`src/rtl/core/mlfq_pkg.sv`:
```
// ---------------------------------------------------------------------------
// mlfq_pkg
// Shared constants, codes and control structs of the feedback queue scheduler
// ---------------------------------------------------------------------------
package mlfq_pkg;

    localparam int MAX_PROCS  = 128;
    localparam int TIME_BITS  = 24;
    localparam int NUM_LEVELS = 3;

    localparam int PIDX_W  = $clog2(MAX_PROCS);
    localparam int PCNT_W  = $clog2(MAX_PROCS + 1);
    localparam int QDEPTH  = NUM_LEVELS * MAX_PROCS;
    localparam int QADDR_W = $clog2(QDEPTH);
    localparam int DATA_W  = 16;
    localparam int LVL_W   = 2;
    localparam int CMD_W   = 2;
    localparam int KIND_W  = 2;
    localparam int OIDX_W  = 7;
    localparam int OTIME_W = 24;
    localparam int CFG_IDX_W = 2;

    // input commands
    localparam logic [CMD_W-1:0] CMD_CLEAR = 2'd0;
    localparam logic [CMD_W-1:0] CMD_LOAD  = 2'd1;
    localparam logic [CMD_W-1:0] CMD_RUN   = 2'd2;

    // result event kinds
    localparam logic [KIND_W-1:0] EV_IDLE     = 2'd0;
    localparam logic [KIND_W-1:0] EV_DISPATCH = 2'd1;
    localparam logic [KIND_W-1:0] EV_DONE     = 2'd2;

    // register indexes
    localparam logic [CFG_IDX_W-1:0] REG_QUANTUM0 = 2'd0;
    localparam logic [CFG_IDX_W-1:0] REG_QUANTUM1 = 2'd1;
    localparam logic [CFG_IDX_W-1:0] REG_BOOST    = 2'd2;

    localparam logic [DATA_W-1:0] RST_QUANTUM0 = 16'd10;
    localparam logic [DATA_W-1:0] RST_QUANTUM1 = 16'd20;
    localparam logic [DATA_W-1:0] RST_BOOST    = 16'd100;

    // controller to datapath commands
    typedef struct packed {
        logic clear;
        logic load;
        logic mod_start;
        logic mod_step;
        logic boost_reset;
        logic scan_start;
        logic scan_boost;
        logic scan_arrival;
        logic pick;
        logic fetch;
        logic exec;
        logic set_idle;
        logic set_done;
        logic out_load;
    } dp_cmd_t;

    // datapath to controller status
    typedef struct packed {
        logic all_done;
        logic boost_enable;
        logic mod_done;
        logic mod_zero;
        logic scan_done;
        logic any_queued;
        logic out_busy;
    } dp_status_t;

endpackage

```
`src/rtl/core/mlfq_ctrl.sv`:
```
// ---------------------------------------------------------------------------
// mlfq_ctrl
// Round sequencer: modulo check, boost and arrival scans, dispatch, result
// ---------------------------------------------------------------------------
module mlfq_ctrl (
    input  logic                        clk,
    input  logic                        rst_n,
    input  logic                        in_valid,
    input  logic [mlfq_pkg::CMD_W-1:0]  in_command,
    output logic                        in_ready,
    input  mlfq_pkg::dp_status_t        status,
    output mlfq_pkg::dp_cmd_t           cmd
);

    typedef enum logic [3:0] {
        ST_IDLE,
        ST_CHECK,
        ST_MOD,
        ST_BSCAN,
        ST_ASCAN,
        ST_PICK,
        ST_FETCH,
        ST_EXEC,
        ST_EMIT
    } state_t;

    state_t state_reg;
    state_t state_next;
    logic   accept;

    assign in_ready = (state_reg == ST_IDLE);
    assign accept   = in_valid & in_ready;

    // next state and datapath commands
    always_comb
    begin
        state_next = state_reg;
        cmd        = '0;
        unique case (state_reg)
            ST_IDLE:
            begin
                cmd.clear = accept & (in_command == mlfq_pkg::CMD_CLEAR);
                cmd.load  = accept & (in_command == mlfq_pkg::CMD_LOAD);
                if (accept && in_command == mlfq_pkg::CMD_RUN)
                begin
                    state_next = ST_CHECK;
                end
            end
            ST_CHECK:
            begin
                priority if (status.all_done)
                begin
                    cmd.set_done = 1'b1;
                    state_next   = ST_EMIT;
                end
                else if (status.boost_enable)
                begin
                    cmd.mod_start = 1'b1;
                    state_next    = ST_MOD;
                end
                else
                begin
                    cmd.scan_start = 1'b1;
                    state_next     = ST_ASCAN;
                end
            end
            ST_MOD:
            begin
                if (!status.mod_done)
                begin
                    cmd.mod_step = 1'b1;
                end
                else
                begin
                    cmd.scan_start  = 1'b1;
                    cmd.boost_reset = status.mod_zero;
                    state_next      = status.mod_zero ? ST_BSCAN : ST_ASCAN;
                end
            end
            ST_BSCAN:
            begin
                if (status.scan_done)
                begin
                    cmd.scan_start = 1'b1;
                    state_next     = ST_ASCAN;
                end
                else
                begin
                    cmd.scan_boost = 1'b1;
                end
            end
            ST_ASCAN:
            begin
                if (status.scan_done)
                begin
                    state_next = ST_PICK;
                end
                else
                begin
                    cmd.scan_arrival = 1'b1;
                end
            end
            ST_PICK:
            begin
                if (status.any_queued)
                begin
                    cmd.pick   = 1'b1;
                    state_next = ST_FETCH;
                end
                else
                begin
                    cmd.set_idle = 1'b1;
                    state_next   = ST_EMIT;
                end
            end
            ST_FETCH:
            begin
                cmd.fetch  = 1'b1;
                state_next = ST_EXEC;
            end
            ST_EXEC:
            begin
                cmd.exec   = 1'b1;
                state_next = ST_EMIT;
            end
            ST_EMIT:
            begin
                if (!status.out_busy)
                begin
                    cmd.out_load = 1'b1;
                    state_next   = ST_IDLE;
                end
            end
            default:
            begin
                state_next = ST_IDLE;
            end
        endcase
    end

    // state register
    always_ff @(posedge clk or negedge rst_n)
    begin
        if (!rst_n)
        begin
            state_reg <= ST_IDLE;
        end
        else
        begin
            state_reg <= state_next;
        end
    end

endmodule

```
`config.mk`:
```
export PLATFORM = sky130hd
export DESIGN_NAME = mlfq_ctrl
export DESIGN_NICKNAME = d
export VERILOG_FILES = /design/src/rtl/core/mlfq_pkg.sv /design/src/rtl/core/mlfq_ctrl.sv
export SDC_FILE = /design/constraint.sdc
export NUM_CORES = 1
export LEC_CHECK = 0
export ABC_AREA = 0
export BUFFER_PORTS_ARGS = -buffer_cell sky130_fd_sc_hd__buf_2
export CORE_AREA = 2 2 39 41
export CTS_CLUSTER_SIZE = 25
export DETAILED_ROUTE_END_ITERATION = 16
export DIE_AREA = 0 0 41 43
export GPL_TIMING_DRIVEN = 1
export PLACE_DENSITY_LB_ADDON = 0.15
export SLEW_MARGIN = 5
export SYNTH_ARGS = -nofsm -noshare
export SYNTH_HDL_FRONTEND = slang
export SYNTH_SLANG_ARGS = --single-unit
```
`constraint.sdc`:
```
create_clock -name clk -period 1.7 [get_ports clk]
set_clock_uncertainty 0.2 [all_clocks]
set_input_delay 0.085 -clock clk [delete_from_list [all_inputs] [get_ports clk]]
set_output_delay 0.085 -clock clk [all_outputs]
set_load 0.02 [all_outputs]
```
==> results by stage, run 1 <==
Route:
- The residual DRC count is 0.
- After detailed routing, the average wire length per cell comes to 13.0 um.
- The DRC violation total after the first TritonRoute iteration is 10.
- The per-cell via count in the routed design is 5.31.
- The count of vias placed by the detailed router is 648.
- In this run the remaining antenna-violating nets after routing total 0.
- Before antenna repair, the detailed router went through 4 iterations.
- Summed over all layers, the routed wires come to 1580 um.

Job:
- The max-capacitance violation count is 0.

Global route:
- Entering global routing, the biggest net connects 9 pins.
- The initial antenna violation count is 0.
- The remaining global-route overflow is 0.
- The first-pass GRT wire length is 2460 um.
- Across every metal layer, demand over resource in global routing totals 0.208.
- The number of global-route vias before repair is 626.

Run status:
- The flow ran to the end, but the final reports show violations.
- The final reports fail on negative setup slack.

Timing:
- The maximum clock rate is 575 MHz.
- Setup repair after global routing could not meet its margin everywhere.
- The actual transition at the worst max-transition pin is 0.300 ns.
- The time the final worst path needs with I/O delays and setup is 1.74 ns.
- Of the available clock period, the critical path in the final layout requires 1.02.
- The number of slew-limit violations in the final report is 0.
- The worst slew margin relative to its limit is 0.799.
- The final count of negative-setup-slack endpoints is 6.
- The hold violation count in the final report is 0.
- The minimum setup slack in the final design is -0.0406 ns.

Clocking:
- For the worst-skew pair, the clock arrives at the later sink with an insertion delay of 0.23 ns.
- The clock-pin slew on the worst setup and hold paths is 0.04 ns.
- TritonCTS built the clock tree.
- In this run the number of H-tree levels came out at 1.
- The count of clock tree sinks is 4.
- The CTS root buffer is sky130_fd_sc_hd__clkbuf_4.
- In this run, CTS created clock tree buffers numbering 3.
- Counting along the longest clock path gives a buffer depth of 2.

Layout:
- The final net count is 120.
- The final design area excluding fillers is 940 sq um.
- The count of cells in the finished layout, fillers not included, comes to 122.
- In the final layout, the share of cells above drive strength 1 is 0.642.
- From synthesis to final layout, the design area changed by 77.1%.
- The number of diodes is 0.
- The number of flip-flops under the largest register name is 4.

Worst setup path:
- For the worst flop-to-flop path, the logic depth is 6.
- In this run the critical register-to-register path is launched from state_reg[2].
- The worst register-to-register path has a setup slack of -0.04 ns.
- The endpoint class of the critical path is a flop.
- The worst setup path is launched from a flop.
- Along the worst path, the maximum fanout reaches 5.
- Data on the critical path arrives at its endpoint at 1.66 ns.
- The critical register-to-register path endpoint is state_reg[1].
- The worst setup path is of the reg -> reg kind.
- The required time reported for the critical path endpoint is 1.62 ns.

Die:
- The I/O pin count is 27.
- After floorplanning, the core was divided into 14 placement rows.
- The core region is 1380 sq um.
- In this run the horizontal extent of the chip is 41 um.
- For this configuration, the core starts out at a cell density of 0.383.
- The die covers 1760 sq um.
- The height of the chip is 43 um.

Power:
- The share of total power dissipated in sequential elements is 0.158.
- The clock network fraction of total power is 0.081.
- The power per standard cell area is 1540 nW/um^2.
- For this design the static power due to leakage is 0.432 nW.
- The switching power summed over all nets is 0.644 mW.
- IR analysis of the VDD net gives a maximum drop of 1100 uV.
- The share of total power consumed by net switching is 0.446.
- The combinational share of power is 0.761.
- Internal power comes to 0.799 mW.

Synth:
- The sequential-to-total area share from yosys stat is 0.189.
- The cell area after technology mapping is 531 sq um.
- In the post-synthesis netlist, the biggest area contributors are sky130_fd_sc_hd__dfrtp_1, sky130_fd_sc_hd__nor4_2, sky130_fd_sc_hd__buf_6.
- Counting every instance in the synthesized netlist gives 61.
- The number of different library cells used by synthesis comes to 33.
- The area share of the largest cell type after synthesis is 0.189.
- Counting every net in the synthesized netlist gives 73.
- The Yosys step of the flow raised 0 warnings.
- The synthesis-stage register bit count is 4.
- The biggest area contributor in the post-synthesis netlist is sky130_fd_sc_hd__dfrtp_1.
- Averaged over all synthesized cells, the footprint is 8.70 sq um.

Placement:
- The post-detailed-placement half-perimeter wirelength is 1060 um.
- The post-placement setup slack is 0.0287 ns.
- The number of instances in the placed design is 104.
- The placed instances occupy a cell area of 689 sq um.
- Routability-driven placement finished with a final weighted congestion of 0.781.
- The count of buffers added on input and output ports is 26.

Hold path:
- The worst hold path begins at status[3].
- Counting instances, the worst hold path has a depth of 4.
- The end point of the worst hold path is state_reg[2].
- The classification of the worst-slack hold path is in -> reg.
==> cell families (layout without fill, tap and decap cells) <==
logic type | after synthesis | in the layout | share of synthesized area
simple gates | 37 | 37 | 0.514
flops | 4 | 4 | 0.189
mux | 1 | 1 | 0.0283
compound gates | 11 | 11 | 0.163
buf+inv | 8 | 53 | 0.106
==> routing by layer <==
metal,track usage,vias up,part of all wire
met5,0,-,0
met4,0.107,0,0.013
met3,0.0681,2,0.075
met2,0.338,29,0.52
met1,0.225,296,0.39
li1,-,321,-
==> critical path, stage by stage (launching register included) <==
cell	delay, ns
sky130_fd_sc_hd__dfrtp_2	0.42
sky130_fd_sc_hd__buf_6	0.14
sky130_fd_sc_hd__buf_6	0.12
sky130_fd_sc_hd__nor4b_4	0.13
sky130_fd_sc_hd__nor3_2	0.26
sky130_fd_sc_hd__o221ai_1	0.16
sky130_fd_sc_hd__a21o_1	0.20
==> area by class of cell <==
| cell class | instances | area, sq um |
|---|---|---|
| clock buffer | 3 | 22.5 |
| tap | 16 | 20.0 |
| inverter | 4 | 15.0 |
| fill | 107 | 444 |
| timing repair buffer | 46 | 353 |
| sequential | 4 | 105 |
| multi-input combinational | 49 | 424 |
==> per-stage QoR <==
stage | hold WS [ns] | setup TNS (ns) | power [mW] | utilization
after detailed placement | -0.308 | 0 | 0.997 | 0.498
final | 0.0918 | -0.155 | 1.44 | 0.679
after global placement | -0.310 | 0 | 0.997 | 0.498
after global routing | 0.116 | -0.639 | 1.54 | 0.679
after floorplan | -0.411 | 0 | 0.810 | -
after CTS | 0.0871 | -0.0956 | 1.30 | 0.613
==> timing repair <==
item / in CTS / in global routing
gates resized for setup: 13 / 17
gates cloned: 0 / 0
setup endpoints to repair: 12 / 14
setup buffers: 8 / 3
pin swaps: 4 / 6
hold buffers: 4 / 0
hold endpoints to repair: 6 / 0
==> how the worst max path moves through the flow <==
stage                       from      endpoint  slack, ns
finish              state_reg[2]  state_reg[1]      -0.04
global route        state_reg[2]  state_reg[1]      -0.11
CTS                 state_reg[0]       cmd[13]      -0.03
detailed placement  state_reg[0]  state_reg[1]       0.03
global placement    state_reg[0]  state_reg[1]       0.01
floorplan           state_reg[0]       cmd[12]       0.05
==> placed cells by master (no fill, tap or decap), types with 2 or more instances in the layout <==
cell type | netlist | layout
sky130_fd_sc_hd__buf_2 | 0 | 18
sky130_fd_sc_hd__buf_4 | 1 | 15
sky130_fd_sc_hd__buf_6 | 3 | 8
sky130_fd_sc_hd__nor2_1 | 7 | 6
sky130_fd_sc_hd__nand2_1 | 5 | 5
sky130_fd_sc_hd__dlygate4sd3_1 | 0 | 4
sky130_fd_sc_hd__dfrtp_2 | 0 | 4
sky130_fd_sc_hd__inv_1 | 3 | 3
sky130_fd_sc_hd__nor3_1 | 3 | 3
sky130_fd_sc_hd__nor4_2 | 3 | 3
sky130_fd_sc_hd__a21oi_1 | 3 | 3
sky130_fd_sc_hd__clkbuf_4 | 0 | 3
sky130_fd_sc_hd__nand2b_1 | 3 | 2
sky130_fd_sc_hd__nor2_2 | 2 | 2
sky130_fd_sc_hd__nor4_4 | 1 | 2
sky130_fd_sc_hd__a32o_1 | 2 | 2
==> Yosys cell counts <==
master	count
sky130_fd_sc_hd__dfrtp_1	4
sky130_fd_sc_hd__buf_4	1
sky130_fd_sc_hd__nor2b_1	1
sky130_fd_sc_hd__inv_1	3
sky130_fd_sc_hd__a311oi_1	1
sky130_fd_sc_hd__nor4_1	2
sky130_fd_sc_hd__a31o_1	1
sky130_fd_sc_hd__nor2_2	2
sky130_fd_sc_hd__buf_6	3
sky130_fd_sc_hd__and4b_1	1
sky130_fd_sc_hd__a32o_1	2
sky130_fd_sc_hd__o21ai_1	1
sky130_fd_sc_hd__a31oi_2	1
sky130_fd_sc_hd__nand3b_1	1
sky130_fd_sc_hd__and4bb_1	1
sky130_fd_sc_hd__nor2_1	7
sky130_fd_sc_hd__nor3_2	1
sky130_fd_sc_hd__nor4b_2	1
sky130_fd_sc_hd__nor3_1	3
sky130_fd_sc_hd__nor4_2	3
sky130_fd_sc_hd__and4_1	1
sky130_fd_sc_hd__o221ai_1	1
sky130_fd_sc_hd__a21o_1	1
sky130_fd_sc_hd__nand2b_2	1
sky130_fd_sc_hd__nor4bb_2	1
sky130_fd_sc_hd__nand2_1	5
sky130_fd_sc_hd__a21oi_1	3
sky130_fd_sc_hd__nand2b_1	3
sky130_fd_sc_hd__mux2_4	1
sky130_fd_sc_hd__inv_2	1
sky130_fd_sc_hd__nor4_4	1
sky130_fd_sc_hd__and2_1	1
sky130_fd_sc_hd__nor4b_1	1
==> power groups by stage <==
| stage | clock [mW] | combinational (mW) | sequential, mW |
|---|---|---|---|
| after floorplan | 0 | 0.631 | 0.179 |
| after global placement | 0 | 0.727 | 0.269 |
| after detailed placement | 0 | 0.732 | 0.265 |
| after CTS | 0.123 | 0.961 | 0.212 |
| after global routing | 0.131 | 1.18 | 0.231 |
| final | 0.117 | 1.10 | 0.228 |
(Power assumes the default switching activity.)
==> run 2, diff against run 1 <==
--- a/config.mk
+++ b/config.mk
@@ -11,7 +11,7 @@
 export CTS_CLUSTER_SIZE = 25
 export DETAILED_ROUTE_END_ITERATION = 16
 export DIE_AREA = 0 0 41 43
-export GPL_TIMING_DRIVEN = 1
+export GPL_TIMING_DRIVEN = 0
 export PLACE_DENSITY_LB_ADDON = 0.15
 export SLEW_MARGIN = 5
 export SYNTH_ARGS = -nofsm -noshare
==> results by stage, run 2 (same netlist as run 1, synthesis figures left out) <==
Global route:
- The first-pass GRT wire length is 2540 um (was 2460 um).
- The initial antenna violation count is 0 (unchanged).
- The number of global-route vias before repair is 614 (was 626).
- The largest net degree at the start of global routing is 11 (was 9).
- The overall fraction of global-route tracks in use is 0.216 (was 0.208).
- The remaining global-route overflow came to 0 (unchanged).

Timing:
- The time the final worst path needs with I/O delays and setup was 1.75 ns (was 1.74 ns).
- The hold violation count in the final report is 0 (unchanged).
- The maximum clock rate is 572 MHz (was 575 MHz).
- The actual transition at the worst max-transition pin is 0.311 ns (was 0.300 ns).
- The final count of negative-setup-slack endpoints was 4 (was 6).
- The setup TNS after final layout was -0.115 ns (was -0.155 ns).
- The minimum setup slack in the final design is -0.0475 ns (was -0.0406 ns).
- The worst slew margin relative to its limit is 0.792 (was 0.799).
- Unrepaired setup endpoints after global routing: yes (unchanged).
- The number of slew-limit violations in the final report is 0 (unchanged).
- The ratio of final minimum period to clock period is 1.03 (was 1.02).

Die:
- The row count is 14 (unchanged).
- The die width is 41 um (unchanged).
- The I/O pin count is 27 (unchanged).
- The height of the chip is 43 um (unchanged).
- The core area is 1380 sq um (unchanged).
- The starting density of the core was 0.383 (unchanged).
- The die area is 1760 sq um (unchanged).

Clocking:
- The count of clock tree sinks is 4 (unchanged).
- The TritonCTS buffer count is 3 (unchanged).
- The maximum level of the CTS H-tree is 1 (unchanged).
- The CTS root buffer is sky130_fd_sc_hd__clkbuf_4 (unchanged).
- The clock-pin slew on the worst setup and hold paths was 0.04 ns (about the same).
- The maximum buffer depth of the clock tree is 2 (unchanged).
- The clock insertion delay at the later pin of the skew report is 0.24 ns (was 0.23 ns).
- The CTS tree is yes (unchanged).

Placement:
- The number of instances in the placed design is 103 (was 104).
- The post-placement setup slack is 0.106 ns (was 0.0287 ns).
- The placer's final routability congestion estimate is 0.744 (was 0.781).
- The number of port buffers is 26 (unchanged).
- The post-detailed-placement half-perimeter wirelength is 1060 um (about the same).

Job:
- The max-capacitance violation count is 0 (unchanged).

Worst setup path:
- The required time reported for the critical path endpoint came to 1.41 ns (was 1.62 ns).
- The standard cell with the maximum stage delay on the critical path is sky130_fd_sc_hd__dfrtp_1 (was sky130_fd_sc_hd__dfrtp_2).
- The nature of the critical path startpoint is a flop (unchanged).
- The largest fanout on the critical path is 5 (unchanged).
- The critical path class is reg -> out (was reg -> reg).
- The data arrival time of the critical path was 1.46 ns (was 1.66 ns).
- The endpoint class of the critical path is a primary output (was flop).
- The cell seen most often among critical-path stages is sky130_fd_sc_hd__buf_6 (unchanged).
- CP cell instances: buf_6 -> mux2_4 -> a32o_1 -> buf_6 (was buf_6 -> buf_6 -> nor4b_4 -> nor3_2 -> o221ai_1 -> a21o_1).
- The delay of the slowest cell on the worst path is 0.42 ns (about the same).

Route:
- The number of search-and-repair iterations in the first detailed-routing pass is 4 (unchanged).
- The DRC violation total after the first TritonRoute iteration is 13 (was 10).
- The remaining antenna violation count after routing was 0 (unchanged).
- The total wirelength of the detailed-routed design is 1760 um (was 1580 um).
- The residual DRC count is 0 (unchanged).
- The per-cell via count in the routed design is 5.20 (was 5.31).
- The post-detailed-route wirelength per cell is 14.3 um (was 13.0 um).
- The count of vias placed by the detailed router was 639 (was 648).

Layout:
- Commonest non-fill, non-tap cells in the layout: sky130_fd_sc_hd__buf_2, sky130_fd_sc_hd__buf_4, sky130_fd_sc_hd__buf_6 (unchanged).
- The commonest non-fill, non-tap cell in the layout is sky130_fd_sc_hd__buf_2 (unchanged).
- The count of filler cells inserted in the layout was 121 (was 107).
- The number of cells in the finished layout apart from fillers is 123 (was 122).
- The area of combinational cells with multiple inputs is 432 sq um (was 424 sq um).
- The final net count is 121 (was 120).
- The relative area change from synthesis to final layout was 76.7% (was 77.1%).
- The layout cell share with drive strength beyond 1 is 0.636 (was 0.642).
- The sequential cell area in the final layout is 101 sq um (was 105 sq um).
- The number of flip-flops under the largest register name is 4 (unchanged).
- The number of diodes was 0 (unchanged).

Power:
- The maximum VDD drop is 894 uV (was 1100 uV).
- The leakage dissipation came to 0.443 nW (was 0.432 nW).
- The power per standard cell area is 1570 nW/um^2 (was 1540 nW/um^2).

Hold path:
- The classification of the worst-slack hold path was in -> reg (unchanged).

Run status:
- Result of the run: finished with violations (unchanged).
- Violated checks: negative setup slack (unchanged).
run 2: worst paths after layout:
path | startpoint | endpoint | slack [ns] | cells past startpoint
max | state_reg[0] | cmd[8] | -0.05 | 4
min | status[5] | state_reg[2] | 0.03 | 4
max reg2reg | state_reg[2] | state_reg[1] | -0.02 | 6
min reg2reg | state_reg[2] | state_reg[0] | 0.58 | 3
max in group asynchronous | rst_n | state_reg[2] | 0.58 | 3
min in group asynchronous | rst_n | state_reg[1] | 0.54 | 3
run 2: cell type report:
cell class              count  area share
inverters                   4      0.0160
clock buffers               3      0.0240
repair buffers             43       0.318
flip-flops and latches      4       0.108
multi-input cells          49       0.461
plain buffers               4      0.0521
well taps                  16      0.0214
run 2: metal layers:
metal / vias to the layer above / share of wire / track usage
li1: 324 / - / -
met1: 293 / 0.43 / 0.272
met2: 22 / 0.53 / 0.344
met3: 0 / 0.046 / 0.0628
met4: 0 / 0 / 0.0600
met5: - / 0 / 0
run 2: critical path: cells and delay by family (launching register included):
| kind | cells | cell delay [ns] |
|---|---|---|
| buffers and inverters | 2 | 0.29 |
| flip-flops | 1 | 0.42 |
| AO/OA/AOI/OAI | 1 | 0.23 |
| multiplexers | 1 | 0.29 |
run 2: per-stage QoR:
step | total power, mW | cell area, sq um | util | hold slack, ns
after floorplan | 0.810 | 531 | - | -0.411
after global placement | 0.989 | 681 | 0.492 | -0.310
after detailed placement | 0.994 | 681 | 0.492 | -0.309
after CTS | 1.29 | 845 | 0.610 | 0.00352
after global routing | 1.57 | 937 | 0.677 | 0.0443
final | 1.47 | 937 | 0.677 | 0.0269
run 2: report_power, final:
part	leakage, nW	internal (mW)	switching, mW
clock network	0.0138	0.0794	0.0453
logic	0.379	0.580	0.592
registers	0.0507	0.139	0.0385
run 2: what timing repair did:
action,4_1_cts,5_1_grt
cloned,0,0
endpoints found under the hold margin,5,0
setup endpoints to repair,5,11
pin swaps,5,6
hold buffers,3,0
gates resized for setup,13,13
setup buffers,9,5
